File: config.mk
export PLATFORM = sky130hd
export DESIGN_NAME = transmitter_key_controller
export DESIGN_NICKNAME = d
export VERILOG_FILES = /design/src/rtl/tkc_pkg.sv /design/src/rtl/transmitter_key_controller.sv /design/src/rtl/tkc_cfg_regs.sv /design/src/rtl/tkc_rules.sv
export SDC_FILE = /design/constraint.sdc
export NUM_CORES = 1
export LEC_CHECK = 0
export BUFFER_PORTS_ARGS = -buffer_cell sky130_fd_sc_hd__buf_2
export CAP_MARGIN = 25
export CELL_PAD_IN_SITES_DETAIL_PLACEMENT = 1
export CELL_PAD_IN_SITES_GLOBAL_PLACEMENT = 1
export CORE_MARGIN = 4
export CORE_UTILIZATION = 30
export DETAILED_ROUTE_END_ITERATION = 10
export GPL_ROUTABILITY_DRIVEN = 0
export PLACE_DENSITY_LB_ADDON = 0.1
export SYNTH_ARGS = -nofsm -noshare
export SYNTH_HDL_FRONTEND = slang
export SYNTH_SLANG_ARGS = --single-unit
File: constraint.sdc
create_clock -name clk -period 9.8 [get_ports clk]
set_clock_uncertainty 0.05 [all_clocks]
set_input_delay 0.49 -clock clk [delete_from_list [all_inputs] [get_ports clk]]
set_output_delay 0.49 -clock clk [all_outputs]
set_load 0.005 [all_outputs]
File: src/rtl/tkc_pkg.sv
// Package for the transmitter key controller.
// Holds the transfer payload types, the register set type, event and status codes.
// No dependencies.
`timescale 1ns / 1ps

package tkc_pkg;

  // Register file geometry
  localparam int CFG_IDX_W  = 3;
  localparam int CFG_DATA_W = 12;
  localparam int TIME_W     = 12;   // hour*100+minute, up to 3163 on raw fields

  // Register indexes
  localparam logic [CFG_IDX_W-1:0] REG_ALWAYS_OP   = 3'd0;
  localparam logic [CFG_IDX_W-1:0] REG_OP_START    = 3'd1;
  localparam logic [CFG_IDX_W-1:0] REG_OP_FINISH   = 3'd2;
  localparam logic [CFG_IDX_W-1:0] REG_HALF_HOUR   = 3'd3;
  localparam logic [CFG_IDX_W-1:0] REG_TX_ENABLED  = 3'd4;
  localparam logic [CFG_IDX_W-1:0] REG_TX_IDLE     = 3'd5;
  localparam logic [CFG_IDX_W-1:0] REG_RPT_QUIET   = 3'd6;
  localparam logic [CFG_IDX_W-1:0] REG_IDENT_QUIET = 3'd7;

  // Register reset values
  localparam logic [TIME_W-1:0] OP_START_RST  = 12'd0;
  localparam logic [TIME_W-1:0] OP_FINISH_RST = 12'd2359;

  // Event codes
  localparam logic [3:0] EV_OFF         = 4'd0;
  localparam logic [3:0] EV_ON          = 4'd1;
  localparam logic [3:0] EV_STARTUP     = 4'd2;
  localparam logic [3:0] EV_CAROUSEL    = 4'd3;
  localparam logic [3:0] EV_ANNOUNCE    = 4'd4;
  localparam logic [3:0] EV_IDENT_START = 4'd5;
  localparam logic [3:0] EV_IDENT_END   = 4'd6;
  localparam logic [3:0] EV_PERIODIC    = 4'd7;

  // Status codes
  localparam logic [1:0] ST_OFF       = 2'd0;
  localparam logic [1:0] ST_ON        = 2'd1;
  localparam logic [1:0] ST_NO_CHANGE = 2'd2;

  // Time constants
  localparam logic [TIME_W-1:0] HOUR_SCALE    = 12'd100;
  localparam logic [5:0]        HALF_HOUR_END = 6'd29;
  localparam logic [5:0]        MINUTES_HOUR  = 6'd60;

  typedef struct packed {
    logic [3:0] kind;
    logic [4:0] utc_hour;
    logic [5:0] utc_minute;
    logic       input_after_ident;
  } in_item_t;

  typedef struct packed {
    logic       key_written;
    logic       key_level;
    logic [1:0] status;
    logic       quiet_now;
  } out_item_t;

  typedef struct packed {
    logic              always_operating;
    logic [TIME_W-1:0] operating_start;
    logic [TIME_W-1:0] operating_finish;
    logic              half_hour_power_save;
    logic              transmit_enabled;
    logic              transmit_when_idle;
    logic              repeat_in_quiet;
    logic              ident_in_quiet;
  } cfg_t;

endpackage

File: src/rtl/transmitter_key_controller.sv
// Top level of the transmitter key controller: input register, rule logic,
// result register and configuration registers. Depends on tkc_pkg,
// tkc_cfg_regs and tkc_rules.
//
//   port group | direction | carries
//   in_*       | in        | event item (in_item_t), valid/stall
//   out_*      | out       | key decision (out_item_t), valid/stall
//   cfg_*      | in        | register writes, index and data
//
// One item per cycle sustained while out_stall stays low. An input transfer
// passes through the input register, then rule logic into the result register;
// a stall on the result side can hold it in the input register in between.
// Reset clears both stage valids, the stored quiet/half-hour flags and the
// registers to their defaults. A stalled result holds; the input stage then
// fills and in_stall rises only while it holds an item that cannot move on.
`timescale 1ns / 1ps

module transmitter_key_controller
  import tkc_pkg::*;
(
  input  logic                  clk,
  input  logic                  rst_n,
  input  logic                  in_valid,
  output logic                  in_stall,
  input  in_item_t              in_data,
  output logic                  out_valid,
  input  logic                  out_stall,
  output out_item_t             out_data,
  input  logic                  cfg_we,
  input  logic [CFG_IDX_W-1:0]  cfg_index,
  input  logic [CFG_DATA_W-1:0] cfg_wdata
);

  cfg_t      cfg;
  out_item_t result;

  logic      in_valid_r, in_valid_nxt;
  in_item_t  in_item_r;
  logic      out_valid_r, out_valid_nxt;
  out_item_t out_item_r;
  logic      in_take;
  logic      advance;

  tkc_cfg_regs u_cfg (
    .clk       (clk),
    .rst_n     (rst_n),
    .cfg_we    (cfg_we),
    .cfg_index (cfg_index),
    .cfg_wdata (cfg_wdata),
    .cfg       (cfg)
  );

  tkc_rules u_rules (
    .clk    (clk),
    .rst_n  (rst_n),
    .fire   (advance),
    .item   (in_item_r),
    .cfg    (cfg),
    .result (result)
  );

  // Stage handshakes
  assign advance  = in_valid_r && (!out_valid_r || !out_stall);
  assign in_stall = in_valid_r && !advance;
  assign in_take  = in_valid && !in_stall;

  always_comb begin
    in_valid_nxt = in_valid_r;
    if (in_take) begin
      in_valid_nxt = 1'b1;
    end else if (advance) begin
      in_valid_nxt = 1'b0;
    end
  end

  always_comb begin
    out_valid_nxt = out_valid_r;
    if (advance) begin
      out_valid_nxt = 1'b1;
    end else if (out_valid_r && !out_stall) begin
      out_valid_nxt = 1'b0;
    end
  end

  // Control registers
  always_ff @(posedge clk) begin
    if (!rst_n) begin
      in_valid_r  <= 1'b0;
      out_valid_r <= 1'b0;
    end else begin
      in_valid_r  <= in_valid_nxt;
      out_valid_r <= out_valid_nxt;
    end
  end

  // Payload registers
  always_ff @(posedge clk) begin
    if (in_take) begin
      in_item_r <= in_data;
    end
    if (advance) begin
      out_item_r <= result;
    end
  end

  assign out_valid = out_valid_r;
  assign out_data  = out_item_r;

`ifndef ASSERT_OFF
  // A driven-high level always comes with a key write
  a_level_needs_write: assert property (@(posedge clk) disable iff (!rst_n)
    out_valid |-> (out_data.key_written || !out_data.key_level))
    else $error("key level high without key write");

  // Keyed-on status matches a high key write
  a_on_status: assert property (@(posedge clk) disable iff (!rst_n)
    (out_valid && out_data.status == ST_ON) |->
      (out_data.key_written && out_data.key_level))
    else $error("status on without keying");

  // No-change status only ever with nothing driven
  a_no_change_quiet_line: assert property (@(posedge clk) disable iff (!rst_n)
    (out_valid && out_data.status == ST_NO_CHANGE) |-> !out_data.key_written)
    else $error("no-change status with key written");

  // Input stall only while the input stage holds an item
  a_stall_has_item: assert property (@(posedge clk) disable iff (!rst_n)
    in_stall |-> (in_valid_r && out_valid_r && out_stall))
    else $error("input stalled with nothing blocking");
`endif

endmodule

File: src/rtl/tkc_cfg_regs.sv
// Configuration register file of the transmitter key controller.
// Decodes the plain write port into the cfg_t register set. Depends on tkc_pkg.
`timescale 1ns / 1ps

module tkc_cfg_regs
  import tkc_pkg::*;
(
  input  logic                  clk,
  input  logic                  rst_n,
  input  logic                  cfg_we,
  input  logic [CFG_IDX_W-1:0]  cfg_index,
  input  logic [CFG_DATA_W-1:0] cfg_wdata,
  output cfg_t                  cfg
);

  cfg_t cfg_r, cfg_nxt;

  // Write decode
  always_comb begin
    cfg_nxt = cfg_r;
    if (cfg_we) begin
      case (cfg_index)
        REG_ALWAYS_OP:   cfg_nxt.always_operating     = cfg_wdata[0];
        REG_OP_START:    cfg_nxt.operating_start      = cfg_wdata[TIME_W-1:0];
        REG_OP_FINISH:   cfg_nxt.operating_finish     = cfg_wdata[TIME_W-1:0];
        REG_HALF_HOUR:   cfg_nxt.half_hour_power_save = cfg_wdata[0];
        REG_TX_ENABLED:  cfg_nxt.transmit_enabled     = cfg_wdata[0];
        REG_TX_IDLE:     cfg_nxt.transmit_when_idle   = cfg_wdata[0];
        REG_RPT_QUIET:   cfg_nxt.repeat_in_quiet      = cfg_wdata[0];
        REG_IDENT_QUIET: cfg_nxt.ident_in_quiet       = cfg_wdata[0];
        default:         cfg_nxt = cfg_r;
      endcase
    end
  end

  always_ff @(posedge clk) begin
    if (!rst_n) begin
      cfg_r.always_operating     <= 1'b0;
      cfg_r.operating_start      <= OP_START_RST;
      cfg_r.operating_finish     <= OP_FINISH_RST;
      cfg_r.half_hour_power_save <= 1'b0;
      cfg_r.transmit_enabled     <= 1'b1;
      cfg_r.transmit_when_idle   <= 1'b0;
      cfg_r.repeat_in_quiet      <= 1'b0;
      cfg_r.ident_in_quiet       <= 1'b0;
    end else begin
      cfg_r <= cfg_nxt;
    end
  end

  assign cfg = cfg_r;

endmodule

File: src/rtl/tkc_rules.sv
// Keying rules of the transmitter key controller: quiet hours, half-hour
// power save, per-event decision and the stored quiet/half-hour flags.
// Depends on tkc_pkg.
`timescale 1ns / 1ps

module tkc_rules
  import tkc_pkg::*;
(
  input  logic      clk,
  input  logic      rst_n,
  input  logic      fire,      // item leaves the input stage this cycle
  input  in_item_t  item,
  input  cfg_t      cfg,
  output out_item_t result
);

  logic quiet_flag_r, quiet_flag_nxt;
  logic prev_quiet_r, prev_quiet_nxt;
  logic prev_half_r,  prev_half_nxt;

  logic [TIME_W-1:0] now;
  logic              in_window_q;
  logic              quiet;
  logic              sh;
  logic              idle;
  logic              wr;
  logic              lvl;
  logic [1:0]        st;

  // Time of day from the raw fields
  assign now = TIME_W'(item.utc_hour) * HOUR_SCALE + TIME_W'(item.utc_minute);

  // Quiet hours: plain window when start < finish, otherwise wraps midnight
  always_comb begin
    if (cfg.operating_start < cfg.operating_finish) begin
      in_window_q = (now < cfg.operating_start) || (now > cfg.operating_finish);
    end else begin
      in_window_q = (now < cfg.operating_start) && (now > cfg.operating_finish);
    end
  end

  assign quiet = !cfg.always_operating && in_window_q;
  assign sh    = cfg.half_hour_power_save && !quiet &&
                 (item.utc_minute > HALF_HOUR_END) && (item.utc_minute < MINUTES_HOUR);
  assign idle  = cfg.transmit_when_idle;

  // Event decision
  always_comb begin
    wr             = 1'b0;
    lvl            = 1'b0;
    st             = ST_OFF;
    quiet_flag_nxt = quiet_flag_r;
    prev_quiet_nxt = prev_quiet_r;
    prev_half_nxt  = prev_half_r;
    case (item.kind)
      EV_OFF: begin
        wr = 1'b1;
      end
      EV_ON: begin
        wr  = 1'b1;
        lvl = 1'b1;
        st  = ST_ON;
      end
      default: begin
        quiet_flag_nxt = quiet;
        if (cfg.transmit_enabled) begin
          case (item.kind)
            EV_STARTUP: begin
              wr  = 1'b1;
              lvl = !quiet;
              st  = quiet ? ST_OFF : ST_ON;
            end
            EV_CAROUSEL: begin
              wr = (quiet || sh) && idle;
            end
            EV_ANNOUNCE: begin
              if (sh || !idle || (quiet && cfg.repeat_in_quiet)) begin
                wr  = 1'b1;
                lvl = 1'b1;
                st  = ST_ON;
              end
            end
            EV_IDENT_START: begin
              if ((sh && !quiet) || (quiet && cfg.ident_in_quiet)) begin
                wr  = 1'b1;
                lvl = 1'b1;
                st  = ST_ON;
              end
            end
            EV_IDENT_END: begin
              wr = (sh || quiet) && !item.input_after_ident && !idle;
            end
            EV_PERIODIC: begin
              if (quiet == prev_quiet_r && sh == prev_half_r) begin
                st = ST_NO_CHANGE;
              end else if (quiet != prev_quiet_r) begin
                // quiet hours edge; the half-hour change waits its turn
                if (!quiet && !idle) begin
                  wr             = 1'b1;
                  lvl            = 1'b1;
                  st             = ST_ON;
                  prev_quiet_nxt = quiet;
                end else if (quiet && !item.input_after_ident) begin
                  wr             = 1'b1;
                  prev_quiet_nxt = quiet;
                end
              end else begin
                if (!sh && !quiet && !idle) begin
                  wr            = 1'b1;
                  lvl           = 1'b1;
                  st            = ST_ON;
                  prev_half_nxt = sh;
                end else if (sh && !item.input_after_ident) begin
                  wr            = 1'b1;
                  prev_half_nxt = sh;
                end
              end
            end
            default: begin
              // unused codes force the key off
              wr = 1'b1;
            end
          endcase
        end
      end
    endcase
  end

  assign result.key_written = wr;
  assign result.key_level   = lvl;
  assign result.status      = st;
  assign result.quiet_now   = quiet_flag_nxt;

  // Stored flags advance with each item taken
  always_ff @(posedge clk) begin
    if (!rst_n) begin
      quiet_flag_r <= 1'b0;
      prev_quiet_r <= 1'b0;
      prev_half_r  <= 1'b0;
    end else if (fire) begin
      quiet_flag_r <= quiet_flag_nxt;
      prev_quiet_r <= prev_quiet_nxt;
      prev_half_r  <= prev_half_nxt;
    end
  end

endmodule

==> results.py, run 1 <==
metrics = {
    "status": {
        "outcome": "completed",
    },
    "critical_path": {
        "setup.worst_path.start": "in_item_r[10]",
        "slowest_stage": "a211o_2",
        "worstPathRequired_ns": 9.80,
        "crit_path_end_kind": "register",
        "cp_cell_sequence": "inv_1, ha_1, inv_1, ha_1, ha_1, ha_1, a31oi_1, xor2_1, nor3_1, xnor2_1, ha_1, and4_1, a221oi_2, a211oi_1, a211o_2, a221oi_2, nor4_1, o41a_1",
        "cp_max_fo": 11,
        "crit_top_cell": "ha_1",
        "r2r_end": "out_data[3]",
        "critPathMaxStageDelay_ns": 0.42,
        "cp-endpoint": "out_data[3]",
        "ff2ff_path_depth": 18,
        "crit_path_start_kind": "register",
        "timing.rr.start": "in_item_r[10]",
        "reg2reg_slack_ns": 4.78,
        "cp.arrival_ns": 5.03,
        "worstSetupPathType": "reg2reg",
    },
    "placement": {
        "portBuffers": 42,
        "dp_slack_ns": 4.769,
        "dp_hpwl_mm": 7.165,
    },
    "clock_tree": {
        "cts_hold_buf": 0,
        "insertion_delay_ns": 0.30,
        "cts.sinks": 55,
        "cts_made_buffers": 5,
        "htree_num_levels": 2,
        "clock_path_buffers": 2,
        "post_cts_buffers": 0,
        "path_clk_slew_ns": 0.07,
        "cts_tree": "done",
        "ctsResizeCount": 0,
        "cts_root_buffer": "clkbuf_16",
    },
    "layout": {
        "diodes": 0,
        "seqCellArea_um2": 1301,
        "fillCellCount": 1428,
        "multiInputGateArea_um2": 2217,
        "drive_gt1_frac": 0.1694,
        "area_growth_pct": 14.19,
        "nNetsFinal": 517,
    },
    "synthesis": {
        "synth_largest_area_cell": "dfxtp_1",
        "avgSynthCellArea_um2": 9.647,
        "ys_seq_area_frac": 0.3522,
        "netlist_top_cells_count": "55 x ha_1, 55 x nand2_1, 35 x dfxtp_1",
        "synthTopCellsByArea": "dfxtp_1 19%, ha_1 19%, edfxtp_1 16%",
        "ys_ff_latch": 55,
        "ys_warn_count": 0,
        "syn_inst": 383,
        "async_flop_share": 0,
        "synth_ff_type": "dfxtp_1",
        "synth_edf_count": 20,
        "syn_area_um2": 3695,
        "syn_nets": 476,
        "ys_types": 58,
        "synth_top_area_frac": 0.1896,
    },
    "floorplanning": {
        "die_h_um": 119.0,
        "core-area_um2": 12010,
        "fp.dieW_um": 119.0,
        "io_pins": 43,
        "row_count": 40,
        "start_util": 0.3076,
        "die-area_um2": 14160,
    },
    "timing": {
        "tightest_slew_ns": 0.6906,
        "fin_crit_sh": 0.5126,
        "period_minus_slack_ns": 5.023,
        "setup_tns_ns": 0,
        "hold_violations": 0,
        "relSlewSlack": 0.5396,
        "whs_ns": 0.3064,
        "worst_slack_ns": 4.777,
        "setup_viol": 0,
        "fmax_mhz": 199.1,
        "rsz0062_at_grt": "false",
        "slew_viol_final": 0,
    },
    "pwr": {
        "totalPowerFinal_w": 0.0006526,
        "p_leak_nw": 1.788,
        "power_density_nw_per_um2": 154.7,
        "max-vdd-ir-drop_uv": 106.2,
    },
    "detailed_routing": {
        "drc": 0,
        "final_antenna_net_count": 0,
        "routedWlPerCell_um": 15.47,
        "drt_wl_total_mm": 8.847,
        "viasPerCell": 4.981,
        "drtIter0Drc": 66,
        "drtPass1Iterations": 4,
        "vias": 2849,
    },
    "global_route": {
        "first_global_vias": 3097,
        "grt_pass1_wl_mm": 15.37,
        "antenna_found_initial": 0,
        "grt_max_degree": 36,
        "overflow": 0,
        "track_usage": 0.1352,
    },
    "min_path": {
        "hold_class": "in2reg",
    },
    "run": {
        "drv_cap": 0,
    },
}
## metrics by stage
stage | util | cell area (um2) | std cells
finish | 0.3513 | 4219 | 572
global route | 0.3513 | 4219 | 572
CTS | 0.3513 | 4219 | 572
detailed placement | 0.3376 | 4055 | 564
global placement | 0.3370 | 4048 | 563
floorplan | - | 3695 | 383
## critical path: cells and delay by family, from the launching register on
kind,cells,cell delay [ns]
adders and majority gates,5,1.51
AOI/OAI and AO/OA,6,1.81
and+or+nand+nor,3,0.39
buffers and inverters,2,0.10
xor gates and xnor gates,2,0.49
DFF,1,0.41
## power breakdown
group	switching (W)	internal (W)	total (W)	leakage [nW]
combinational	0.000112	0.0000876	0.000199	1.23
sequential	0.00000757	0.000248	0.000256	0.478
clock	0.0000868	0.000111	0.000197	0.0820
total	0.000206	0.000446	0.000653	1.79
## kinds of logic (layout without fill, tap and decap cells)
kind of cell / count (synthesis) / in the layout / share of synthesized area
AND/OR/NAND/NOR: 119 / 119 / 0.1629
AO/OA/AOI/OAI: 84 / 84 / 0.1785
adder cells (fa/ha/maj): 57 / 57 / 0.1971
flip-flops: 55 / 55 / 0.3522
buffers and inverters: 44 / 86 / 0.04775
XOR/XNOR: 13 / 13 / 0.03082
multiplexers: 11 / 11 / 0.03082
## state kept, by name, summed over array words and instances, names as in the netlist
| signal | flops |
|---|---|
| u_cfg.cfg | 30 |
| u_rules.prev_quiet_r | 1 |
| out_valid | 1 |
| u_rules.prev_half_r | 1 |
| u_rules.quiet_flag_r | 1 |
| in_valid_r | 1 |
| out_data | 4 |
| in_item_r | 16 |
## layout make-up
| cell class | instances | share of cell area |
|---|---|---|
| multi-input cells | 284 | 0.5255 |
| flip-flops and latches | 55 | 0.3084 |
| repair buffers | 44 | 0.05338 |
| well taps | 147 | 0.04359 |
| clock buffers | 6 | 0.03559 |
| inverters | 34 | 0.03025 |
| clock inverters | 2 | 0.003262 |
## worst min path at each step
stage / from / end / cells after the start
floorplan: u_cfg.cfg[15] / u_cfg.cfg[15] / 2
global placement: u_cfg.cfg[15] / u_cfg.cfg[15] / 2
detailed placement: u_cfg.cfg[11] / u_cfg.cfg[11] / 2
CTS: in_data[14] / in_item_r[14] / 1
global route: in_data[1] / in_item_r[1] / 1
finish: in_data[14] / in_item_r[14] / 1
## layout by cell type (no fill, tap or decap), drive strengths merged, types with 2 or more instances in the layout
cell / synthesis / layout
a211o: 4 / 4
and3: 3 / 3
a21boi: 21 / 21
inv: 34 / 34
o21ai: 7 / 7
xor2: 5 / 5
clkinv: 0 / 2
mux2i: 8 / 8
nand2: 55 / 55
nor3b: 3 / 3
nand4: 5 / 5
a2111oi: 2 / 2
and2: 3 / 3
o31ai: 2 / 2
fa: 2 / 2
a31oi: 2 / 2
nor3: 4 / 4
a211oi: 3 / 3
xnor2: 8 / 8
nand2b: 2 / 2
nor4: 4 / 4
a21oi: 17 / 17
and4: 3 / 3
o211ai: 9 / 9
nand3: 9 / 9
ha: 55 / 55
dfxtp: 35 / 35
clkbuf: 8 / 6
nor2b: 13 / 13
buf: 2 / 44
edfxtp: 20 / 20
o21a: 2 / 2
a221oi: 2 / 2
a21o: 6 / 6
mux2: 3 / 3
nor2: 12 / 12
## metal layers
metal / part of all wire / up-vias / track usage / routed length (um)
met5: 0 / - / 0 / 0
li1: - / 1453 / - / -
met4: 0.015 / 0 / 0.04055 / 133
met1: 0.46 / 1359 / 0.1661 / 4073
met2: 0.50 / 28 / 0.2373 / 4427
met3: 0.024 / 9 / 0.02849 / 211
Power figures use the tool's default switching activity.
==> run 2: changes to the inputs <==
clock period = 4 ns   (was 9.8 ns; I/O delays follow)
==> run 2 against run 1 <==
  * The run now ends with setup timing left
  * Non-clock buffer count grew 30
  * Largest cell class unchanged
  * Hold slack worse by 0.29 ns
  * Routed wire length grew 2.0%
  * First-iteration DRC count is 27% higher
  * Flip-flop and latch count is the same
  * Cell count rose by 5.2%
  * Cell area up 7.1%
  * Highest routed layer unchanged
  * Worst setup slack worse by 5.5 ns
  * Global-route usage decreased by 0.050 points
==> results.py, run 2 (same netlist as run 1, synthesis figures left out) <==
metrics = {
    "floorplanning": {
        "row_count": 40,
        "start_util": 0.3076,
        "die_h_um": 119.0,
        "core-area_um2": 12010,
        "die-area_um2": 14160,
        "fp.dieW_um": 119.0,
        "io_pins": 43,
    },
    "clock_tree": {
        "cts_tree": "done",
        "cts_made_buffers": 5,
        "htree_num_levels": 2,
        "path_clk_slew_ns": 0.07,
        "cts_hold_buf": 0,
        "cts_root_buffer": "clkbuf_16",
        "clock_path_buffers": 2,
        "cts.sinks": 55,
        "insertion_delay_ns": 0.30,
    },
    "pwr": {
        "totalPowerFinal_w": 0.001682,
        "max-vdd-ir-drop_uv": 229.6,
        "power_density_nw_per_um2": 372.1,
        "p_leak_nw": 1.934,
    },
    "layout": {
        "area_growth_pct": 22.32,
        "multiInputGateArea_um2": 2315,
        "largest_reg_flops": 30,
        "diodes": 0,
        "seqCellArea_um2": 1301,
        "mostFrequentLayoutCell": "nand2_1",
        "nNetsFinal": 547,
        "fillCellCount": 1393,
        "drive_gt1_frac": 0.2462,
        "fin_util": 0.3763,
        "most-common-layout-cells": "55 x nand2_1, 51 x ha_1, 43 x buf_2, 35 x dfxtp_1, 34 x inv_1",
    },
    "timing": {
        "period_minus_slack_ns": 4.738,
        "worst_slack_ns": -0.7385,
        "fin_crit_sh": 1.185,
        "hold_violations": 0,
        "tightest_slew_ns": 0.6492,
        "slew_viol_final": 0,
        "setup_tns_ns": -3.910,
        "fmax_mhz": 211.0,
        "relSlewSlack": 0.5672,
        "rsz0062_at_grt": "true",
        "whs_ns": 0.02077,
        "setup_viol": 7,
    },
    "global_route": {
        "overflow": 0,
        "track_usage": 0.1347,
        "grt_pass1_wl_mm": 15.40,
        "busiest_layer": "met2",
        "met1_usage": 0.1637,
        "antenna_found_initial": 0,
        "first_global_vias": 3104,
        "use_met2": 0.2391,
        "gr-usage-met3": 0.02849,
        "grt_max_degree": 36,
    },
    "critical_path": {
        "worstSetupPathType": "reg2reg",
        "cp.arrival_ns": 4.74,
        "crit_path_start_kind": "register",
        "crit_path_end_kind": "register",
        "crit_top_cell": "ha_1",
        "cp_max_fo": 3,
        "setup.worst_path.start": "in_item_r[8]",
        "critPathMaxStageDelay_ns": 0.42,
        "crit_family": "compound AO/OA/AOI/OAI gates",
        "timing.rr.start": "in_item_r[8]",
        "path_buf_inv": 1,
        "slowest_stage": "edfxtp_1",
        "worstPathRequired_ns": 4.00,
        "cp_cell_sequence": "ha_1, ha_1, ha_2, inv_2, fa_2, xor2_2, nor2_1, nand2_1, nor3_2, xnor2_2, ha_1, and4_1, a221oi_2, a211oi_2, a211o_2, a221oi_4, nor4_1, o41a_1",
    },
    "detailed_routing": {
        "drtPass1Iterations": 4,
        "vias": 2968,
        "routedWlPerCell_um": 14.99,
        "drtIter0Drc": 84,
        "drc": 0,
        "viasPerCell": 4.930,
        "final_antenna_net_count": 0,
        "drt_wl_total_mm": 9.023,
    },
    "placement": {
        "dp_slack_ns": -0.6925,
        "portBuffers": 42,
        "dp_hpwl_mm": 7.394,
    },
    "min_path": {
        "hold_class": "in2reg",
        "min_from": "in_data[1]",
    },
    "status": {
        "violations": "setup timing",
        "outcome": "complete, but fails checks",
    },
    "run": {
        "drv_cap": 0,
    },
}
run 2: cell count changes in the layout (fill, tap and decap cells not counted), sizes merged:
| cell | delta |
|---|---|
| clkbuf | +1 |
| clkinv | -2 |
| inv | +1 |
| buf | +30 |
run 2: worst register-to-register path, delay by kind of cell (launching register included):
kind            cells  cell delay [ns]
compound gates      5             1.48
xor+xnor            2             0.33
simple gates        5             0.76
flops               1             0.42
fa+ha+maj           5             1.40
buf+inv             1             0.04
run 2: metrics by stage:
step           std cells  area (um2)
2_1_floorplan        383        3742
5_1_grt              602        4519
6_report             602        4519
4_1_cts              598        4434
3_3_place_gp         590        4298
3_5_place_dp         590        4298
run 2: worst paths after layout:
path,end,slack (ns),cells past startpoint
max reg2reg,out_data[3],-0.74,18
min,in_item_r[1],0.02,1
max,out_data[3],-0.74,18
min reg2reg,u_cfg.cfg[15],0.42,2
run 2: per-layer routing:
layer / part of all wire / routed length (um)
met1: 0.46 / 4115
met5: 0 / 0
met2: 0.50 / 4550
met3: 0.026 / 235
met4: 0.014 / 122
run 2: layout make-up:
class	count	area share
inverters	34	0.02824
clock buffers	7	0.02935
multi-input cells	284	0.5122
flip-flops and latches	55	0.2879
repair buffers	74	0.1008
clock inverters	1	0.0008306
well taps	147	0.04070
run 2: report_power, final:
part           switching (W)  total, W  internal, W
Sequential         0.0000172  0.000626     0.000608
Clock               0.000197  0.000428     0.000231
Combinational       0.000305  0.000628     0.000323
run 2: repair_timing:
item / 4_1_cts / 5_1_grt
gates resized for setup: 0 / 9
hold endpoints to repair: 0 / 0
setup endpoints to repair: 7 / 7
pin swaps: 0 / 5
buffers inserted: 0 / 3
==> run 3: changes to the inputs <==
clock period = 5.5 ns   (was 4 ns; I/O delays follow)
==> run 3 against run 2 <==
  * The flow now finishes without violations
  * Cell count fell by 5.0%
  * Global-route usage fell by 0.10 points
  * Routed wire length fell by 2.9%
  * Critical path depth did not move
  * Hold slack improved by 0.069 ns
  * First-iteration DRC count fell by 3.6%
  * Sequential power fell by 27%
  * Combinational power fell by 44%
  * Fmax fell by 5.9%
  * Critical path type unchanged
==> results.py, run 3 (same netlist as run 1, synthesis figures left out) <==
metrics = {
    "detailed_routing": {
        "vias": 2822,
        "drtPass1Iterations": 4,
        "viasPerCell": 4.934,
        "final_antenna_net_count": 0,
        "drtIter0Drc": 81,
        "drc": 0,
        "drt_wl_total_mm": 8.757,
        "routedWlPerCell_um": 15.31,
    },
    "layout": {
        "instances_no_fill": 572,
        "drive_gt1_frac": 0.1694,
        "largest_reg_flops": 30,
        "diodes": 0,
        "area_growth_pct": 14.19,
        "nNetsFinal": 517,
        "most-common-layout-cells": "55 x nand2_1, 55 x ha_1, 42 x buf_2, 35 x dfxtp_1, 34 x inv_1",
    },
    "clock_tree": {
        "cts.sinks": 55,
        "path_clk_slew_ns": 0.07,
        "cts_made_buffers": 5,
        "ctsResizeCount": 0,
        "clock_path_buffers": 2,
        "post_cts_buffers": 0,
        "cts_tree": "done",
        "cts_root_buffer": "clkbuf_16",
        "cts_hold_buf": 0,
        "insertion_delay_ns": 0.30,
        "htree_num_levels": 2,
    },
    "timing": {
        "tightest_slew_ns": 0.6682,
        "relSlewSlack": 0.5546,
        "slew_viol_final": 0,
        "setup_tns_ns": 0,
        "whs_ns": 0.08982,
        "hold_violations": 0,
        "setup_viol": 0,
        "worst_slack_ns": 0.4670,
        "period_minus_slack_ns": 5.033,
        "fin_crit_sh": 0.9151,
        "fmax_mhz": 198.7,
        "rsz0062_at_grt": "false",
    },
    "global_route": {
        "overflow": 0,
        "grt_max_degree": 36,
        "grt_pass1_wl_mm": 15.17,
        "first_global_vias": 3059,
        "antenna_found_initial": 0,
        "track_usage": 0.1337,
    },
    "placement": {
        "dp_slack_ns": 0.4767,
        "portBuffers": 42,
        "dp_hpwl_mm": 7.127,
        "post-place-cells": 564,
    },
    "critical_path": {
        "timing.rr.start": "in_item_r[10]",
        "worstPathRequired_ns": 5.50,
        "worstSetupPathType": "reg2reg",
        "crit_path_end_kind": "register",
        "cp_max_fo": 11,
        "setup.worst_path.start": "in_item_r[10]",
        "cp.arrival_ns": 5.03,
        "crit_path_start_kind": "register",
    },
    "floorplanning": {
        "row_count": 40,
        "io_pins": 43,
        "start_util": 0.3076,
        "fp.dieW_um": 119.0,
        "core-area_um2": 12010,
        "die_h_um": 119.0,
        "die-area_um2": 14160,
    },
    "min_path": {
        "min_from": "in_data[14]",
        "hold_class": "in2reg",
    },
    "status": {
        "outcome": "completed",
    },
    "run": {
        "drv_cap": 0,
    },
    "pwr": {
        "p_leak_nw": 1.788,
        "max-vdd-ir-drop_uv": 189.5,
        "power_density_nw_per_um2": 274.7,
    },
}
[run 3: through the flow]
stage               area, um2  power (W)  utilization
CTS                      4219   0.001179       0.3513
global placement         4048  0.0008094       0.3370
floorplan                3695  0.0007363            -
finish                   4219   0.001159       0.3513
global route             4219   0.001253       0.3513
detailed placement       4055  0.0008232       0.3376
[run 3: worst max-delay path, cell delays in order (launching register included)]
cell	delay, ns
edfxtp_1	0.41
inv_1	0.06
ha_1	0.27
inv_1	0.04
ha_1	0.29
ha_1	0.30
ha_1	0.34
a31oi_1	0.20
xor2_1	0.23
nor3_1	0.09
xnor2_1	0.25
ha_1	0.31
and4_1	0.23
a221oi_2	0.35
a211oi_1	0.15
a211o_2	0.42
a221oi_2	0.32
nor4_1	0.08
o41a_1	0.39
[run 3: power by group]
group / total [W] / switching [W] / leakage (nW) / internal [W]
clock network: 0.000349 / 0.000152 / 0.0820 / 0.000197
registers: 0.000456 / 0.0000135 / 0.478 / 0.000442
logic: 0.000354 / 0.000198 / 1.23 / 0.000156
total: 0.00116 / 0.000364 / 1.79 / 0.000795
[run 3: final timing paths]
kind / slack (ns) / endpoint / cells past startpoint
worst min register to register: 0.42 / u_cfg.cfg[15] / 2
worst max-delay path: 0.47 / out_data[3] / 18
worst min-delay path: 0.09 / in_item_r[14] / 1
worst max register to register: 0.47 / out_data[3] / 18
[run 3: area by class of cell]
type	instances	area [um2]
sequential	55	1301
fill	1427	7792
clock buffer	6	150.1
timing repair buffer	44	225.2
multi-input combinational	284	2217
inverter	34	127.6
clock inverter	2	13.76
tap	147	183.9
[run 3: layer usage]
metal,share of wire,vias up,track usage
li1,-,1453,-
met1,0.46,1340,0.1643
met2,0.51,21,0.2362
met3,0.021,8,0.02754
met4,0.013,0,0.03765
met5,0,-,0
